<file path="config.mk">
export PLATFORM = sky130hd
export DESIGN_NAME = vnc_sqrt_pipe
export DESIGN_NICKNAME = d
export VERILOG_FILES = /design/src/rtl/core/vnc_sqrt_pipe.sv
export SDC_FILE = /design/constraint.sdc
export NUM_CORES = 2
export LEC_CHECK = 0
export BUFFER_PORTS_ARGS = -buffer_cell sky130_fd_sc_hd__buf_2
export CAP_MARGIN = 15
export CORE_MARGIN = 3
export CORE_UTILIZATION = 51
export CTS_CLUSTER_DIAMETER = 50
export CTS_CLUSTER_SIZE = 28
export DETAILED_ROUTE_END_ITERATION = 10
export PLACE_DENSITY = 0.69
export SLEW_MARGIN = 20
export SYNTH_ARGS = -nofsm -noshare
export SYNTH_HDL_FRONTEND = slang
export SYNTH_MEMORY_MAX_BITS = 65536
export SYNTH_SLANG_ARGS = --single-unit
</file>
<file path="constraint.sdc">
create_clock -name clk_i -period 3.3 [get_ports clk_i]
set_input_delay 0.66 -clock clk_i [delete_from_list [all_inputs] [get_ports clk_i]]
set_output_delay 0.66 -clock clk_i [all_outputs]
set_load 0.01 [all_outputs]
</file>
<file path="src/rtl/core/vnc_sqrt_pipe.sv">
// ----------------------------------------------------------------------------
// vnc_sqrt_pipe
// digit-by-digit integer square root, one root bit per register stage
// ----------------------------------------------------------------------------
module vnc_sqrt_pipe #(
  parameter int W = 32
) (
  input  logic           clk_i,
  input  logic [2*W-1:0] sq_i,
  output logic [W-1:0]   root_o
);

  localparam int RW = W + 2;
  localparam int SW = W + 4;

  logic [RW-1:0]  rem_q  [0:W-1];
  logic [W-1:0]   root_q [0:W-1];
  logic [2*W-1:0] sq_q   [0:W-1];

  logic [RW-1:0]  rem_in  [0:W-1];
  logic [W-1:0]   root_in [0:W-1];
  logic [2*W-1:0] sq_in   [0:W-1];

  for (genvar k = 0; k < W; k++) begin : g_stage
    logic [SW-1:0] rem_sh;
    logic [SW-1:0] trial;
    logic          ge;

    if (k == 0) begin : g_first
      assign rem_in[k]  = '0;
      assign root_in[k] = '0;
      assign sq_in[k]   = sq_i;
    end else begin : g_next
      assign rem_in[k]  = rem_q[k-1];
      assign root_in[k] = root_q[k-1];
      assign sq_in[k]   = sq_q[k-1];
    end

    // bring down the next two bits of the radicand
    assign rem_sh = {rem_in[k], sq_in[k][2*W-1 -: 2]};
    assign trial  = SW'({root_in[k], 2'b01});
    assign ge     = (rem_sh >= trial);

    always_ff @(posedge clk_i) begin
      rem_q[k]  <= ge ? RW'(rem_sh - trial) : RW'(rem_sh);
      root_q[k] <= {root_in[k][W-2:0], ge};
      sq_q[k]   <= sq_in[k] << 2;
    end
  end

  assign root_o = root_q[W-1];

endmodule

</file>
# Word-level counts from Yosys, hierarchy flattened
# Memories as Yosys holds them, arrays and structs flattened.
# Index checks and enable logic that the tools add are counted.
[totals] register_bits=0 mem_bits_rw=4096 inputBits=65 out_inout_bits=32 elab_cells=99 memories=3
[mem_list] name="sq_q" words=32 width=62 rd=31 rd_clocked_by_memory_dff=0 write_ports=32 line_no="18" rtl="logic [2*W-1:0] sq_q [0:W-1];"
[mem_list] name="rem_q" words=32 width=34 rd=31 rd_clocked_by_memory_dff=0 write_ports=32 line_no="16" rtl="logic [RW-1:0] rem_q [0:W-1];"
[mem_list] name="root_q" words=32 width=32 rd=32 rd_clocked_by_memory_dff=0 write_ports=32 line_no="17" rtl="logic [W-1:0] root_q [0:W-1];"
[classes] add_sub_neg=32 order_cmp=32 n_mux=32
[ops] operator="36-bit by 34-bit greater-or-equal comparator with 1-bit output" n=31
[ops] operator="34-bit 2-to-1 mux" n=32
[ops] operator="34-bit subtractor" n=31
[ops] operator="2-bit by 1-bit subtractor with 3-bit output (second input constant)" n=1
[ops] operator="2-bit by 1-bit greater-or-equal comparator with 1-bit output (second input constant)" n=1

# Depth between registers and ports, before layout
# An unclocked memory read counts as a cell.
[depth] depth_word=3 ltp_mapped=15 ltp_nobuf=12

# Worst setup path before layout
# Ideal clock, no wire load.
[synth_path] path_type="reg-to-reg" start="mem rem_q[3][22] (netlist bit)" end="mem rem_q[4][31] (netlist bit)" setup_ns=0.128 arrival_ns=3.258 required_ns=3.172 setup_slack_ns=-0.086 stages_incl_launch_ff=11 n_path_buf=1 synth_period_minus_slack_ns=3.386 path_cell_list="dfxtp_1 or4_4 or4_4 or4b_1 or4_4 or3b_1 buf_2 nand4b_4 nor3_2 nor3b_1 xor2_1"
[synth_rtl] element="start, declared" line_no="16"

==> results.ini <==
[power]
leakage_nw=49.4
switching_share_pct=30.5
ir_drop_mv=0.698
p_switching_mw=23.5
power_density_nw_per_um2=736
seqPwrFrac_pct=51.0
power.internal_mw=53.7
pwr-share-clk_pct=31.7
p_comb_share_pct=17.4

[detailed_routing]
dr.first_iter.drc_count=3779
routed_wl_um=197000
routed_via_density=5.28
drc=0
post_drt_wl_per_cell_um=16.5
final_antenna_net_count=0
dr.pass1.iters=5
via_count=63200

[setup_path]
r2r_start=rem_q[3][24]$_DFF_P_
worstSetupPathType=reg2reg
cp_slowest_cell=or4_4
cp-start-kind=flop
path_common_cell=or4_4
reg2reg_setup_slack_ns=-0.008
cp-end-kind=flop
crit_path_start=rem_q[3][24]$_DFF_P_
slowest_delay_ns=0.53
cp_max_fo=3
crit_arrival_ns=4.07
path_cells=or4_4, or4_4, or4b_4, or4_4, or3b_4, and3b_1, o2111a_1, nand2_1, xnor2_1
cp_data_required_time_ns=4.06

[sta]
drv_slew=0
rsz0062_at_grt=true
finalCritPeriodShare_pct=100
finalWorstSetupSlack_ns=-0.00826
whs_ns=0.311
layout_min_cycle_time_ns=3.31
max_slew.worst_pin.slew_ns=0.812
hold_viol=0
fin_skew_ns=0.0400
fmax_ghz=0.302
setup_viol=1
tns_ns=-0.00826
slew_headroom_pct=45.4

[logic_synthesis]
netlist_top_cells_area=dfxtp_1 (55%), ha_1 (7.6%), xnor2_1 (4.1%)
ys_seq_area_share_pct=54.6
synthCells=9076
synth.avg_cell_area_um2=10.2
async_reset_ff_share_pct=0
synth_edf_count=0
synth_top_cell_by_area=dfxtp_1
synthesis.area_um2=92400
synth_nets=9703
synth_flop_cell=dfxtp_1
synth_cell_type_count=85
yosys_warnings=0
yosysTopAreaCellShare_pct=54.6
ys_seq_elements=2523

[clocking]
cts_sinks=2523
path_clk_slew_ns=0.08
worstSkewPairLatency_ns=0.85
cts_max_path_buffers=3
htreeDepth=4
cts-root-buf=clkbuf_16
cts_tree=done
cts_buffers=185

[cells_and_area]
num_antenna_cells=0
nets=10100
fin_area_um2=105000
synthToLayoutAreaGrowth_pct=13.6
layout-drive-gt1-share_pct=9.44

[global_routing]
grt_pass1_vias=62100
track_usage_pct=20.8
grt_overflow=0
antenna_found_initial=4
grt_max_degree=57
grt_pass1_wl_um=317000

[outcome]
status=finished, violations left
violations=setup timing

[floorplan]
num_rows=155
die_w_um=432
die_h_um=432
die-area_um2=186000
core_area_um2=179000
start_util_pct=51.6
io_pins=97

[placed_design]
place_area_um2=97100
dpl.hpwl_um=150000
io_buffers=96
gp_congestion=0.923

[job]
maxCapViolations=0

[worst_hold_path]
hold_path_class=reg2reg
hold_path.startpoint=sq_q[0][483]$_DFF_P_

-- cell type report --
class,instances,area (µm²)
fill,15100,74200
multi-input combinational,5661,39000
clock buffer,204,4950
timing repair buffer,385,3000
sequential,2523,50500
inverter,709,2670
clock inverter,141,1940
tap,2355,2950
-- registers in the layout, indices dropped and copies added, names as in the netlist --
signal and flops:
rem_q 1003, sq_q 992, root_q 528
-- final timing paths --
kind | endpoint | cells after the start
max | rem_q[4][33]$_DFF_P_ | 9
min | sq_q[0][547]$_DFF_P_ | 0
max reg2reg | rem_q[4][33]$_DFF_P_ | 9
min reg2reg | sq_q[0][547]$_DFF_P_ | 0
-- per-stage QoR --
stage	instances	power [mW]	util (%)	setup slack (ns)
after floorplan	9076	48.6	-	-0.0809
after global placement	11600	52.9	54.2	-0.152
after detailed placement	11600	53.2	54.2	-0.139
after CTS	12000	77.9	58.4	-0.0218
after global routing	12000	81.3	58.6	-0.140
final	12000	77.3	58.6	-0.00826
-- synthesized netlist by cell type (16+ instances only) --
library cell	count
inv_1	706
and3_1	45
xor2_1	417
nand2b_1	102
nor3_1	232
or2_2	42
xnor2_1	433
nor4_1	132
o21a_1	121
nand3_1	131
mux2_2	83
o21ai_0	412
dfxtp_1	2523
clkbuf_1	161
a211oi_1	46
a31oi_1	45
a21oi_1	629
nor2_1	577
nand3b_1	26
nor3b_1	25
o211ai_1	37
nand4_1	111
o41ai_1	18
o31ai_1	57
nand2_1	536
or4_1	70
o21bai_1	45
and2_1	24
nor2b_1	86
a21boi_0	16
a21o_1	250
or3_1	105
buf_1	19
ha_1	562
a211o_1	17
-- power groups by stage --
stage	Sequential, mW	Clock, mW	Combinational, mW
after global routing	40.0	26.4	15.0
after global placement	40.0	0	12.9
after detailed placement	40.1	0	13.2
after floorplan	38.5	0	10.1
final	39.4	24.5	13.4
after CTS	39.4	25.2	13.3
-- cells by family after synthesis --
family | Yosys count | synth area share, %
DFF | 2523 | 54.6
xor gates and xnor gates | 850 | 8.05
buffers and inverters | 892 | 3.63
AOI/OAI and AO/OA | 1841 | 12.4
adders and majority gates | 562 | 7.61
other | 1 | 0.00406
and+or+nand+nor | 2316 | 12.6
muxes | 91 | 1.10
-- metal layers --
layer	part of all wire (%)	vias to the layer above	global-route usage, %
met1	43	29600	25.3
met2	50	1259	37.4
met5	0	-	0
met4	3.4	0	7.54
met3	3.8	411	2.85
li1	-	31900	-
-- worst max-delay path: cells and delay by family, from the launching register on --
family	cells	cell delay, ns
xor gates and xnor gates	1	0.11
and+or+nand+nor	7	2.66
AOI/OAI and AO/OA	1	0.15
DFF	1	0.32
-- cells in the final DEF, fill, tap and decap left out, types with 45 or more instances in the layout --
cell type and instances:
dfxtp_1 2519, inv_1 706, a21oi_1 618, nor2_1 572
ha_1 561, nand2_1 534, xnor2_1 431, xor2_1 417
o21ai_0 401, a21o_1 250, nor3_1 226, buf_4 207
clkbuf_16 192, nand3_1 129, nor4_1 124, o21a_1 121
nand4_1 111, or3_1 102, nand2b_1 102, buf_2 97
nor2b_1 85, mux2_2 83, or4_1 65, dlygate4sd3_1 64
o31ai_1 56, and3_1 45
-- what timing repair did --
| item | in CTS | in global routing |
|---|---|---|
| gates cloned | 0 | 1 |
| setup buffers | 3 | 3 |
| hold endpoints to repair | 65 | 0 |
| hold buffers | 64 | 0 |
| pin swaps | 3 | 11 |
| gates resized for setup | 14 | 85 |
| endpoints found under the setup margin | 26 | 191 |
No activity file was read; power rests on OpenSTA's default activity.
