$ cat config.mk
export PLATFORM = sky130hd
export DESIGN_NAME = vnc_delay
export DESIGN_NICKNAME = d
export VERILOG_FILES = /design/src/rtl/core/vnc_delay.sv
export SDC_FILE = /design/constraint.sdc
export NUM_CORES = 1
export LEC_CHECK = 0
export BUFFER_PORTS_ARGS = -buffer_cell sky130_fd_sc_hd__buf_2
export CELL_PAD_IN_SITES_DETAIL_PLACEMENT = 0
export CELL_PAD_IN_SITES_GLOBAL_PLACEMENT = 1
export CORE_MARGIN = 2
export CORE_UTILIZATION = 34
export CTS_CLUSTER_DIAMETER = 50
export DETAILED_ROUTE_END_ITERATION = 8
export GPL_TIMING_DRIVEN = 0
export HOLD_SLACK_MARGIN = 0.08
export PLACE_DENSITY = 0.73
export SLEW_MARGIN = 20
export SYNTH_ARGS = -nofsm -noshare
export SYNTH_HDL_FRONTEND = slang
export SYNTH_SLANG_ARGS = --single-unit
export TNS_END_PERCENT = 50
$ cat constraint.sdc
create_clock -name clk_i -period 0.8 [get_ports clk_i]
set_input_delay 0.04 -clock clk_i [delete_from_list [all_inputs] [get_ports clk_i]]
set_output_delay 0.04 -clock clk_i [all_outputs]
set_load 0.02 [all_outputs]
$ cat src/rtl/core/vnc_delay.sv
// ----------------------------------------------------------------------------
// vnc_delay
// fixed-length shift register that keeps side data aligned with the pipeline
// ----------------------------------------------------------------------------
module vnc_delay #(
  parameter int WIDTH = 8,
  parameter int DEPTH = 4
) (
  input  logic             clk_i,
  input  logic [WIDTH-1:0] d_i,
  output logic [WIDTH-1:0] q_o
);

  logic [WIDTH-1:0] tap_q [0:DEPTH-1];

  always_ff @(posedge clk_i) begin
    tap_q[0] <= d_i;
    for (int k = 1; k < DEPTH; k++) begin
      tap_q[k] <= tap_q[k-1];
    end
  end

  assign q_o = tap_q[DEPTH-1];

endmodule

Word level (Yosys, flattened, before mapping). Memory sizes are Yosys's and may differ from the RTL's. Index checks and enable logic that the tools add are counted.

Add/sub/neg operators: 0. Multipliers: 0. Divide/modulo/power cells: 0. Magnitude comparators: 0. Equality and inequality tests: 0. Shift operators: 0. Muxes and demuxes: 0. Bitwise operators: 0. Reduce and logical (&&, ||, !) cells: 0.

Register bits: 0. Latch bits: 0. Memory bits (writable): 32. Memory bits (read-only): 0. Input port bits: 9. Word-level logic and storage cells: 1. Memories: 1.

Memories: tap_q (words 4, width 8, rd ports 4, clocked after memory_dff 0, wr ports 4, RTL line 14) `logic [WIDTH-1:0] tap_q [0:DEPTH-1];`.

Depth between registers and ports, before layout. Gate-level depths: netlist (run 1).

Depth in word-level cells: 0. Gate-level depth with buffers: 0.

Least setup slack after synthesis (run 1). OpenSTA, ideal clock, no wires.

Path type: register -> output. From: memory tap_q[3][0]. To: output q_o[0]. Arrival: 0.395 ns. Setup slack: 0.365 ns. Stages on the path, launching flop included: 1. Buffers on the path: 0. Cells stage by stage: dfxtp_1.

RTL lines: from (decl) (RTL line 14); to (decl) (RTL line 11) `output logic [WIDTH-1:0] q_o`.

==> results of run 1 <==
-- metrics by stage --
step / util (%) / worst slack (ns) / total power, mW / instances / TNS, ns
2_1_floorplan: - / 0.365 / 1.76 / 32 / 0
3_3_place_gp: 43.1 / 0.327 / 1.79 / 73 / 0
3_5_place_dp: 43.1 / 0.319 / 1.80 / 73 / 0
4_1_cts: 51.0 / 0.000124 / 2.51 / 86 / 0
5_1_grt: 53.3 / -0.0105 / 2.63 / 86 / -0.0401
6_report: 53.3 / 0.0294 / 2.50 / 86 / 0
-- worst paths after layout --
check | endpoint | slack [ns]
worst max register to register | tap_q[1][4]$_DFF_P_ | 0.40
worst max-delay path | q_o[6] | 0.03
worst min register to register | tap_q[3][3]$_DFF_P_ | 0.33
worst min-delay path | tap_q[3][3]$_DFF_P_ | 0.33
-- report_power, final --
part / switching, mW / internal, mW
sequential: 0.0200 / 1.68
combinational: 0.0414 / 0.0771
clock: 0.390 / 0.293
total: 0.452 / 2.05
-- final cells by class --
cell class	instances	area [um2]	area share [%]
Tap cell	25	31.3	3.36
Clock buffer	5	37.5	4.04
Timing Repair Buffer	24	210	22.6
Sequential cell	32	651	70.0
-- per-layer routing --
metal,up-vias,wire [um]
met5,-,0
met4,0,0
met3,0,78
met2,22,223
met1,108,248
li1,154,-
-- what timing repair did --
action	4_1_cts	5_1_grt
endpoints found under the setup margin	8	8
hold buffers	8	0
resized for setup	8	16
endpoints found under the hold margin	8	0
pin swaps	0	0
cloned	0	0
-- placed cells by master, fill, tap and decap left out --
master	count
buf_6	8
buf_2	8
dfxtp_1	24
clkbuf_4	5
dfxtp_2	8
dlygate4sd3_1	8
-- cells by family after synthesis --
group / after synthesis
DFF: 32
==> results.md, run 1 <==
- Compound-Gate Fraction of Synth Area: 0%
- Worst path arrival time: roughly 0.73 ns
- Crit path largest cell delay: about 0.32 ns
- Share of the synthesized area in the top cell type: 100%
- Hold Slack: 0.328 ns
- Hold depth: 0
- Sequential area share after synthesis: between 90% and 100%
- Die H: 47.4 um
- Multi-input gate count: 0
- HP Class: reg2reg
- Width of the chip: around 47 um
- Synth Area in XOR/XNOR: 0%
- Slew margin rel.: 94.9%
- Met3 usage: ~8.1%
- Largest net degree at the start of global routing: 9
- Post-route cell area: a little over 900 um2
- Biggest regs: tap_q (32)
- Bufs and invs on worst path: 1
- EDFF count, synth: 0
- DRC errors left: 0
- Post-synth top cells: dfxtp_1 (32)
- Crit end category: primary output
- Synth warnings: 0
- Levels on crit path: 1
- Max-cap check violation count: 0
- Initial antenna violation count: 0
- Max VDD drop: about 1300 uV
- Port buffer count: 16
- CTS clock-pin slew for the worst setup and hold paths: 0.07 ns
- Final Slew Violations: 0
- CP Max Fanout: 1
- Max reg flops: 32
- Via density: 3.30
- Kind of critical path: reg2out
- Final WL: between 500 and 600 um
- Final Cycle Share: 96.3%
- Root buf cell: clkbuf_4
- Largest Register: tap_q
- Clock Latency Late Sink: 0.29 ns
- First-pass GRT wire length: between 800 and 900 um
- Area of the multi-input gates: 0 um2
- H-Tree Depth: 2
- Area after DPL: around 750 um2
- Mux share of post-synthesis cell area: 0%
- Worst Setup SP: tap_q[3][6]$_DFF_P_
- CTS buffer count: 5
- Synthesized area: ~640 um2
- Postcts setup bufs: 0
- Hold Fails Final Rpt: 0
- CP cell instances: buf_6
- Netlist cell types: 1
- Starting density of the core: 36.7%
- Post-DRT Antenna Nets: 0
- DRT iter0 DRCs: 8
- Clock buffer depth: 2
- RSZ-0062 raised after global routing: true
- Yosys reg bits: 32
- Total power divided by cell area: about 2700 nW/um2
- FILL cells: 158
- Yosys top cell by area: dfxtp_1
- Highest clock rate: roughly 1.3 GHz
- Worst setup SP type: flop
- Via count: 284
- Post-layout minimum cycle time: ~0.77 ns
- Cell family with most CP delay: flip-flops
- Grt met2 use: ~8.4%
- Synth Flop Type: dfxtp_1
- Vias in the first global route: 238
- Gr usage total: approximately 6.5%
- CTS tree: done
- Adder-cell share of the synthesized area: 0%
- Syn avg cell area: 20.0 um2
- Placer Congestion: ~0.6
- Routed WL per cell: approximately 6.4 um
- Layout cell share with drive strength beyond 1: 47.5%
- Most Crowded Layer GR: met2
- Count leader, synth: dfxtp_1
- Sink Count: 32
- Synth top area cells: dfxtp_1 (100%)
- Synth async-reset ratio: 0%
- Gate Count Post-Synth: 32
- Syn Nets: 41
- Met1 Resource Use GR: between 5 and 6%
- Overflow left after global routing: 0
- WP data required: roughly 0.76 ns
- Reg2reg path depth: 0
- FF-to-FF Start: tap_q[0][4]$_DFF_P_
- Setup violators final: 0
- Die area: 2250 um2
- Synth Area in Simple Gates: 0%
- Area delta synth->final: 45.1%
- # nets final: between 70 and 80
- IO Pins: 17
- LEAKAGE: 0.406 nW
- CP max stage cell: dfxtp_2
- DRT Pass-1 Iters: 2
- Layout Skew: approximately 0.0033 ns
- CORE AREA: between 1500 and 2000 um2
- Worst Max-Slew Pin Slew: ~0.077 ns
- Status: finished clean
- Hold Crit Start: tap_q[2][3]$_DFF_P_
- Antenna Cells: 0
- Rows: 15
Power figures use the tool's default switching activity.
==> run 2, diff against run 1 <==
--- a/config.mk
+++ b/config.mk
@@ -14,7 +14,7 @@
 export DETAILED_ROUTE_END_ITERATION = 8
 export GPL_TIMING_DRIVEN = 0
 export HOLD_SLACK_MARGIN = 0.08
-export PLACE_DENSITY = 0.73
+export PLACE_DENSITY = 0.7
 export SLEW_MARGIN = 20
 export SYNTH_ARGS = -nofsm -noshare
 export SYNTH_HDL_FRONTEND = slang
==> results.md, run 2 (synthesized netlist as in run 1, its figures left out) <==
- Placer Congestion: roughly 0.54
- Setup violators final: 0
- Slew margin rel.: a little over nine tenths
- R2R Setup Slk: roughly 0.40 ns
- Post-route cell area: roughly 940 um2
- Worst path arrival time: around 0.74 ns
- Die H: around 47 um
- Final WL: 591 um
- IO Pins: 17
- Largest net degree at the start of global routing: 10
- Die area: 2250 um2
- Antenna Cells: 0
- Status: finished clean
- Layout cell share with drive strength beyond 1: a little under half
- Post-layout minimum cycle time: about 0.8 ns
- Clock share of power: roughly 30%
- Post-DRT Antenna Nets: 0
- Multi-input gate count: 0
- Worst Max-Slew Pin Slew: around 0.083 ns
- Comb pwr share: under 10%
- Cell family with most CP delay: flip-flops
- Largest Register: tap_q
- Crit path largest cell delay: 0.32 ns
- Initial antenna violation count: 0
- Max reg flops: 32
- Hold Fails Final Rpt: 0
- Routed WL per cell: between 6 and 7 um
- LEAKAGE: approximately 0.41 nW
- Area after DPL: between 700 and 800 um2
- Rows: 15
- Clock Latency Late Sink: about 0.30 ns
- H-Tree Depth: 2
- Clock buffer depth: 2
- CP Max Fanout: 1
- RSZ-0062 raised after global routing: true
- CTS buffer count: 5
- Max-cap check violation count: 0
- Final core occ: a little over half
- CTS tree: done
- Hold Slack: between 0.3 and 0.4 ns
- CP max stage cell: dfxtp_2
- DRT iter0 DRCs: 2
- Commonest non-fill, non-tap cells in the layout: dfxtp_1 (24), dlygate4sd3_1 (8), buf_2 (8), buf_6 (8), dfxtp_2 (8)
- Register area: about 650 um2
- Gr usage total: approximately 6.2%
- CORE AREA: between 1500 and 2000 um2
- Layout Skew: 0.00277 ns
- Bufs and invs on worst path: 1
- Total power divided by cell area: 2750 nW/um2
- Vias in the first global route: roughly 220
- Commonest non-fill, non-tap cell in the layout: dfxtp_1
- # nets final: 72
- Final Slew Violations: 0
- Via density: approximately 3.3
- Area of the multi-input gates: 0 um2
- Overflow left after global routing: 0
- Root buf cell: clkbuf_4
- Highest clock rate: about 1.3 GHz
- NetSw: approximately 500 uW
- Seq pwr share: roughly two thirds
- Via count: 287
- Final Cycle Share: 97.8%
- DRT Pass-1 Iters: 2
- Area delta synth->final: 46.5%
- Sw Ratio: 19.4%
- Starting density of the core: a little under two fifths
- Power Internal: between 2 and 2.5 mW
- Sink Count: 32
- Crit end category: primary output
- Biggest regs: tap_q (32)
- Max VDD drop: around 1500 uV
- First-pass GRT wire length: 772 um
- CP cell instances: buf_6
- Kind of critical path: reg2out
- DRC errors left: 0
- Width of the chip: between 40 and 50 um
- Worst setup SP type: flop
- CTS clock-pin slew for the worst setup and hold paths: ~0.080 ns
- FILL cells: 143
- Overall power: approximately 2.6 mW
- HP Class: reg2reg
- WP data required: roughly 0.76 ns
- Port buffer count: 16
==> run 2: metal layers <==
layer / up-vias / routed length (um) / track usage [%]
met5: - / 0 / 0
met4: 0 / 14 / 8.33
met3: 3 / 68 / 5.77
met2: 22 / 239 / 7.84
met1: 104 / 268 / 4.59
li1: 158 / - / -
==> run 2: area by class of cell <==
class / instances / share of cell area [%]
repair buffers: 24 / 22.4
clock inverters: 1 / 0.533
clock buffers: 6 / 4.40
well taps: 25 / 3.33
flip-flops and latches: 32 / 69.3
==> run 2: what timing repair did <==
item,in CTS,in global routing
endpoints found under the setup margin,8,8
hold endpoints to repair,8,0
setup buffers,0,0
resized for setup,19,5
hold buffers,8,0
==> run 2: worst paths after layout <==
check                                          from             endpoint  cells after the start
worst max register to register  tap_q[2][0]$_DFF_P_  tap_q[3][0]$_DFF_P_                      0
worst max-delay path            tap_q[3][6]$_DFF_P_               q_o[6]                      1
worst min register to register  tap_q[0][2]$_DFF_P_  tap_q[1][2]$_DFF_P_                      0
worst min-delay path            tap_q[0][2]$_DFF_P_  tap_q[1][2]$_DFF_P_                      0
==> run 2: power groups by stage <==
stage	sequential, mW	clock [mW]	combinational (mW)
after global placement	1.73	0	0.0650
after floorplan	1.76	0	0
after CTS	1.70	0.783	0.119
final	1.70	0.761	0.119
after global routing	1.71	0.855	0.128
after detailed placement	1.73	0	0.0655
==> run 2: per-stage QoR <==
stage               setup TNS [ns]  instances  worst slack, ns
floorplan                        0         32            0.365
global placement                 0         73            0.329
detailed placement               0         73            0.326
CTS                              0         88          0.00149
global route                -0.107         88          -0.0169
finish                           0         88           0.0173
